`config.mk`:
```
export PLATFORM = sky130hd
export DESIGN_NAME = sacl_rem
export DESIGN_NICKNAME = d
export VERILOG_FILES = /design/src/rtl/assert_macros.svh /design/src/rtl/sacl_pkg.sv /design/src/rtl/sacl_rem.sv
export SDC_FILE = /design/constraint.sdc
export NUM_CORES = 1
export LEC_CHECK = 0
export ABC_CLOCK_PERIOD_IN_PS = 4500
export BUFFER_PORTS_ARGS = -buffer_cell sky130_fd_sc_hd__buf_4
export CORE_MARGIN = 4
export CORE_UTILIZATION = 45
export CTS_CLUSTER_SIZE = 8
export DETAILED_ROUTE_END_ITERATION = 8
export MAX_ROUTING_LAYER = met4
export PLACE_DENSITY = 0.67
export SETUP_SLACK_MARGIN = 0.2
export SLEW_MARGIN = 20
export SYNTH_ARGS = -nofsm -noshare
export SYNTH_HDL_FRONTEND = slang
export SYNTH_SLANG_ARGS = --single-unit
```
`constraint.sdc`:
```
create_clock -name clk -period 4.5 [get_ports clk]
set_clock_uncertainty 0.2 [all_clocks]
set_input_delay 0.675 -clock clk [delete_from_list [all_inputs] [get_ports clk]]
set_output_delay 0.675 -clock clk [all_outputs]
set_load 0.02 [all_outputs]
```
`src/rtl/assert_macros.svh`:
```
// Assertion macros used by the top-level RTL module.
`ifndef ASSERT_MACROS_SVH
`define ASSERT_MACROS_SVH

// Implication checked on the same clock edge, off during reset.
`define SACL_ASSERT(label, clk, rst, prop, msg) \
  label: assert property (@(posedge clk) disable iff (rst) (prop)) else $error(msg);

// Antecedent on one edge, consequent on the next.
`define SACL_ASSERT_NEXT(label, clk, rst, ante, cons, msg) \
  label: assert property (@(posedge clk) disable iff (rst) (ante) |=> (cons)) else $error(msg);

`endif

```
`src/rtl/sacl_pkg.sv`:
```
// Shared types and constants of the set-associative cache lookup.
package sacl_pkg;

  localparam int ADDR_W    = 32;
  localparam int STAMP_W   = 32;
  localparam int CFG_SETS_W = 7;
  localparam int CFG_WAYS_W = 3;
  localparam int CFG_DATA_W = 7;

  localparam logic [CFG_SETS_W-1:0] SETS_RESET = 7'd64;
  localparam logic [CFG_WAYS_W-1:0] WAYS_RESET = 3'd4;

  localparam logic CFG_IDX_SETS = 1'b0;
  localparam logic CFG_IDX_WAYS = 1'b1;

  localparam logic [1:0] OUTCOME_HIT  = 2'd0;
  localparam logic [1:0] OUTCOME_CMP  = 2'd1;
  localparam logic [1:0] OUTCOME_REPL = 2'd2;

  localparam logic [STAMP_W-1:0] STAMP_MAX = '1;

  // Remainder unit: one dividend bit per cycle.
  localparam int DIV_CNT_W = 5;
  localparam logic [DIV_CNT_W-1:0] DIV_LAST = 5'd31;

  typedef struct packed {
    logic busy;
    logic done;
  } rem_status_t;

  typedef struct packed {
    logic rd_row;
    logic rd_line;
    logic fill;
  } store_cmd_t;

endpackage

```
`src/rtl/sacl_rem.sv`:
```
// Bit-serial restoring remainder unit: address modulo the sets in use.
module sacl_rem
  import sacl_pkg::*;
#(
  parameter int SET_W  = 7,
  parameter int SET_IW = 6
) (
  input  logic              clk,
  input  logic              rst,
  input  logic              start,
  input  logic [ADDR_W-1:0] dividend,
  input  logic [SET_W-1:0]  divisor,
  output rem_status_t       status,
  output logic [SET_IW-1:0] rem
);

  logic                 busy;
  logic                 done;
  logic [DIV_CNT_W-1:0] cnt;
  logic [ADDR_W-1:0]    dv;
  logic [SET_W-1:0]     rem_r;
  logic [SET_W:0]       trial;
  logic [SET_W:0]       diff;

  assign trial = {rem_r, dv[ADDR_W-1]};
  assign diff  = trial - {1'b0, divisor};

  always_ff @(posedge clk) begin
    if (rst) begin
      busy <= 1'b0;
      done <= 1'b0;
      cnt  <= '0;
    end else if (start) begin
      busy  <= 1'b1;
      done  <= 1'b0;
      cnt   <= '0;
      dv    <= dividend;
      rem_r <= '0;
    end else if (busy) begin
      // partial remainder stays below the divisor, so it fits in SET_W bits
      if (trial >= {1'b0, divisor}) begin
        rem_r <= diff[SET_W-1:0];
      end else begin
        rem_r <= trial[SET_W-1:0];
      end
      dv  <= dv << 1;
      cnt <= cnt + 1'b1;
      if (cnt == DIV_LAST) begin
        busy <= 1'b0;
        done <= 1'b1;
      end
    end else begin
      done <= 1'b0;
    end
  end

  assign status.busy = busy;
  assign status.done = done;
  assign rem         = rem_r[SET_IW-1:0];

endmodule

```
### Yosys cells after proc, flatten, opt, wreduce, memory -nomap -nowiden

Index checks and enable logic that the tools add are counted.

| word-level totals | value |
|---|---|
| flip-flop bits (word level) | 46 |
| word-level logic and storage cells | 22 |

| cells by class | value |
|---|---|
| order comparisons | 1 |
| add/sub/neg operators | 2 |
| mux-type cells | 7 |
| reduce and logical (&&, ||, !) cells | 4 |
| equal/unequal tests | 1 |
| bitwise operators | 2 |

Operators with widths:

| operator | number |
|---|---|
| 32-bit two-way mux | 2 |
| 7-bit two-way mux | 2 |
| 8-bit by 7-bit >= comparator with 1-bit output | 1 |
| 7-bit subtractor | 1 |
| 5-bit by 1-bit adder with 5-bit output, second input constant | 1 |
| 5-bit == test, second input constant | 1 |
| 1-bit two-way mux | 3 |
| 3-bit OR reduction | 1 |
| 1-bit inverter | 2 |
| 2-bit AND reduction | 1 |
| 2-bit nonzero test | 1 |
| 2-bit OR reduction | 1 |

### Depth between registers and ports, before layout

| depth | value |
|---|---|
| depth after elaboration | 4 |
| depth in mapped cells | 10 |

### Worst setup path before layout

No wires, ideal clock.

| path | value |
|---|---|
| path type | in2reg |
| from | input port start |
| to | register dv[0], enable pin |
| stages | 4 |
| path buffers | 2 |
| data required time | 3865 ps |
| slack | 1005 ps |
| arrival time | 2859 ps |
| setup time | 435 ps |
| path through | clkbuf_1 -> clkbuf_1 -> nor2_1 -> nor2_1 |

| on the way | value |
|---|---|
| cells in the longest elaborated chain, start to end | 2 |

Ends and longest elaborated chain:

| item | RTL line | source |
|---|---|---|
| start, declared | sacl_rem.sv:10 | `input logic start,` |
| 2-bit nonzero test (no source line) | -- |  |
| 2-bit AND reduction (no source line) | -- |  |
| end signal, assigned | sacl_rem.sv:37 | `dv <= dividend;` |
| end signal, assigned | sacl_rem.sv:46 | `dv <= dv << 1;` |
| end, declared | sacl_rem.sv:20 | `logic [ADDR_W-1:0] dv;` |

Every way passes these cells.
A chain may end at the register's enable or synchronous reset.

### Final worst setup path

| path | value |
|---|---|
| from | register dv[31] |
| to | register rem_r[6], data pin |

| on the way | value |
|---|---|
| cells in the longest elaborated chain, start to end | 3 |
| elaborated cells between the ends (all ways) | 4 |
| classes of those cells | add/sub (1); order compare (1); mux (2) |

Ends and longest elaborated chain:

| item | RTL line | source |
|---|---|---|
| 7-bit subtractor / 8-bit by 7-bit >= comparator with 1-bit output (equally long branches) | sacl_rem.sv:26, sacl_rem.sv:41 |  |
| 7-bit two-way mux (*) | sacl_rem.sv:41 | `if (trial >= {1'b0, divisor}) begin` |
| 7-bit two-way mux (*) | sacl_rem.sv:39 | `end else if (busy) begin` |
| end signal, assigned | sacl_rem.sv:42 | `rem_r <= diff[SET_W-1:0];` |
| end signal, assigned | sacl_rem.sv:44 | `rem_r <= trial[SET_W-1:0];` |
| end, declared | sacl_rem.sv:21 | `logic [SET_W-1:0] rem_r;` |

Every way passes the cells marked *; elsewhere a longest branch is shown, timed or not. The select of a mux whose other input is x is not followed.

==> flow_summary.json <==
{
  "status": "finished clean",
  "cp_max_fo": 11,
  "p_switching_uw": 225,
  "synth_area_leaders": "edfxtp_1, mux2_2, dfxtp_1",
  "synthXorXnorAreaFrac_pct": 1.86,
  "clock_path_buffers": 2,
  "worst_slew_pin_slew_ps": 494,
  "synth_seq_area_share_pct": 55.6,
  "holdBufCountCts": 0,
  "drc_errors": 0,
  "hold_path_depth": 2,
  "cts_tree": "done",
  "die_y_um": 80.4,
  "required_ps": 4440,
  "cts.sinks": 46,
  "hpwl_um": 2820,
  "synth_top_area_share_pct": 49.7,
  "period_share_pct": 62.0,
  "cap_violations": 0,
  "avgSynthCellArea_um2": 13.0,
  "async_reset_ff_share_pct": 0,
  "cts_post_setup_buffers_inserted": 0,
  "path_clk_slew_ps": 80,
  "synth_top_family_by_area": "multiplexers",
  "pwr-share-clk_pct": 34.3,
  "synthFlopType": "edfxtp_1",
  "io_pins": 50,
  "worstHoldStart": "cnt[4]",
  "antenna_found_initial": 0,
  "placed_cells_incl_taps": 284,
  "fmax_ghz": 0.358,
  "ir_worst_vdd_mv": 0.226,
  "start_util_pct": 46.2,
  "synth_top_area_cell": "edfxtp_1",
  "routed_wl_um": 4010,
  "synth_edf_count": 39,
  "drtIter0Drc": 60,
  "worst_setup_path_start_kind": "flip-flop",
  "synth_cell_type_count": 35,
  "r2r_end": "rem_r[6]",
  "path_class": "flip-flop to flip-flop",
  "fillCellCount": 457,
  "leakagePower_nw": 1.15,
  "hold_viol": 0,
  "ys_warn_count": 0,
  "ctsResizeCount": 0,
  "overflow": 0,
  "finalSetupTns_ps": 0,
  "first_pass_iters": 4,
  "synth-simple-area-share_pct": 8.28,
  "pwr-share-comb_pct": 16.4,
  "stdcell_count": 293,
  "die_x_um": 80.4,
  "syn-cell-area_um2": 2360,
  "place.gp.congestion": 0.791,
  "pwr_density_cell_nw_per_um2": 359,
  "synth_compound_area_share_pct": 5.31,
  "r2r-start": "dv[31]",
  "switching_share_pct": 21.8,
  "layout-drive-gt1-share_pct": 41.7,
  "grt_pass1_wl_um": 6550,
  "rsz0062_at_grt": "false",
  "slew_violations": 0,
  "rows": 26,
  "setup_viol": 0,
  "grt_start_max_net_pins": 43,
  "nets": 274,
  "grt_usage_pct": 13.9,
  "crit_arrival_ps": 2730,
  "design_area_um2": 2880,
  "diodes": 0,
  "dpl_cell_area_um2": 2720,
  "cts_made_buffers": 5,
  "worst_skew_pair.late_latency_ps": 290,
  "vias": 1461,
  "p_seq_share_pct": 49.3,
  "r2r_cells": 9,
  "dieArea_um2": 6460,
  "synth_cells": 181,
  "p_int_uw": 808,
  "routed_via_density": 4.99,
  "syn_nets": 233,
  "ys_ff_latch": 46,
  "grt_pass1_vias": 1404,
  "drtAntennaViolNets": 0,
  "clockRootBuffer": "clkbuf_8",
  "r2r_slack_ps": 1710,
  "period_needed_ps": 2790,
  "hold_path.class": "flip-flop to flip-flop",
  "maxSlewHeadroom_pct": 67.0,
  "numPortBuffers": 49,
  "wl_per_cell_um": 13.7,
  "core_um2": 5110,
  "synthAdderAreaFrac_pct": 5.63,
  "hold_ws_ps": 305,
  "end_kind": "flip-flop",
  "synthMuxAreaShare_pct": 17.4,
  "h-tree-depth": 2,
  "min_to": "cnt[4]",
  "area_growth_pct": 22.0
}
kinds of logic (layout without fill, tap and decap cells):
group	Yosys count	in the layout
adder cells (fa/ha/maj)	10	10
flip-flops	46	46
multiplexers	37	37
XOR/XNOR	5	5
buffers and inverters	27	69
AO/OA/AOI/OAI	19	19
AND/OR/NAND/NOR	37	37
power groups by stage:
stage / sequential [mW] / combinational [mW] / clock (mW)
6_report: 0.509 / 0.170 / 0.354
5_1_grt: 0.513 / 0.189 / 0.383
4_1_cts: 0.510 / 0.169 / 0.365
3_5_place_dp: 0.520 / 0.168 / 0
3_3_place_gp: 0.519 / 0.167 / 0
2_1_floorplan: 0.514 / 0.125 / 0
cells in the mapped netlist (all sizes together) (2+ instances only):
master	instances
ha	9
nand2	2
a211oi	3
o21ai	6
nor2b	4
nand4	2
mux2	32
buf	9
mux2i	5
edfxtp	39
nor2	16
xor2	3
inv	11
a21oi	5
nor3b	3
or2	3
xnor2	2
clkbuf	7
dfxtp	7
cell type report:
cell class	instances	area (um2)	share of cell area [%]
Multi-Input combinational cell	108	915	31.8
Inverter	11	41.3	1.44
Timing Repair Buffer	50	388	13.5
Sequential cell	46	1310	45.6
Tap cell	70	87.6	3.05
Clock inverter	3	63.8	2.22
Clock buffer	5	68.8	2.39
cells in the final DEF (no fill, tap or decap), types with 2 or more instances in the layout:
master     instances
buf_4             49
edfxtp_1          39
mux2_2            32
nor2_1            15
inv_1             11
ha_1               9
dfxtp_1            7
o21ai_0            6
a21oi_1            5
mux2i_1            5
clkbuf_8           5
nor2b_1            4
xor2_1             3
nor3b_1            3
nand4_1            2
nand2_1            2
xnor2_1            2
a211oi_1           2
or2_2              2
bufinv_16          2
critical path, cell delays in order, from the launching register on:
cell,delay [ps]
edfxtp_1,420
inv_1,80
ha_1,160
inv_1,50
fa_1,410
a211oi_2,260
o211ai_1,130
a311o_1,480
or2_2,330
a21oi_1,130
stage by stage:
step | total power [mW] | util (%) | worst slack, ps
floorplan | 0.639 | - | 1010
global placement | 0.686 | 53.3 | 1490
detailed placement | 0.688 | 53.3 | 1430
CTS | 1.04 | 55.9 | 1680
global route | 1.09 | 56.3 | 1510
finish | 1.03 | 56.3 | 1710
layer usage:
layer	track usage (%)	wire, um	vias to the layer above
li1	-	-	726
met1	19.1	1850	686
met2	20.1	1870	43
met3	3.36	245	6
met4	4.56	57	0
met5	-	0	-
flip-flops by register name, indices dropped and copies added (netlist names):
signal and count:
done 1, rem_r 7, dv 32, busy 1, cnt 5
how the worst max path moves through the flow:
stage | startpoint | to | slack, ps | cells after the start
final | dv[31] | rem_r[6] | 1710 | 9
after global routing | dv[31] | rem_r[6] | 1510 | 9
after CTS | dv[31] | rem_r[6] | 1680 | 9
after detailed placement | divisor[0] | rem_r[6] | 1430 | 9
after global placement | divisor[0] | rem_r[6] | 1490 | 9
after floorplan | start | dv[0] | 1010 | 4
Power figures use the tool's default switching activity.
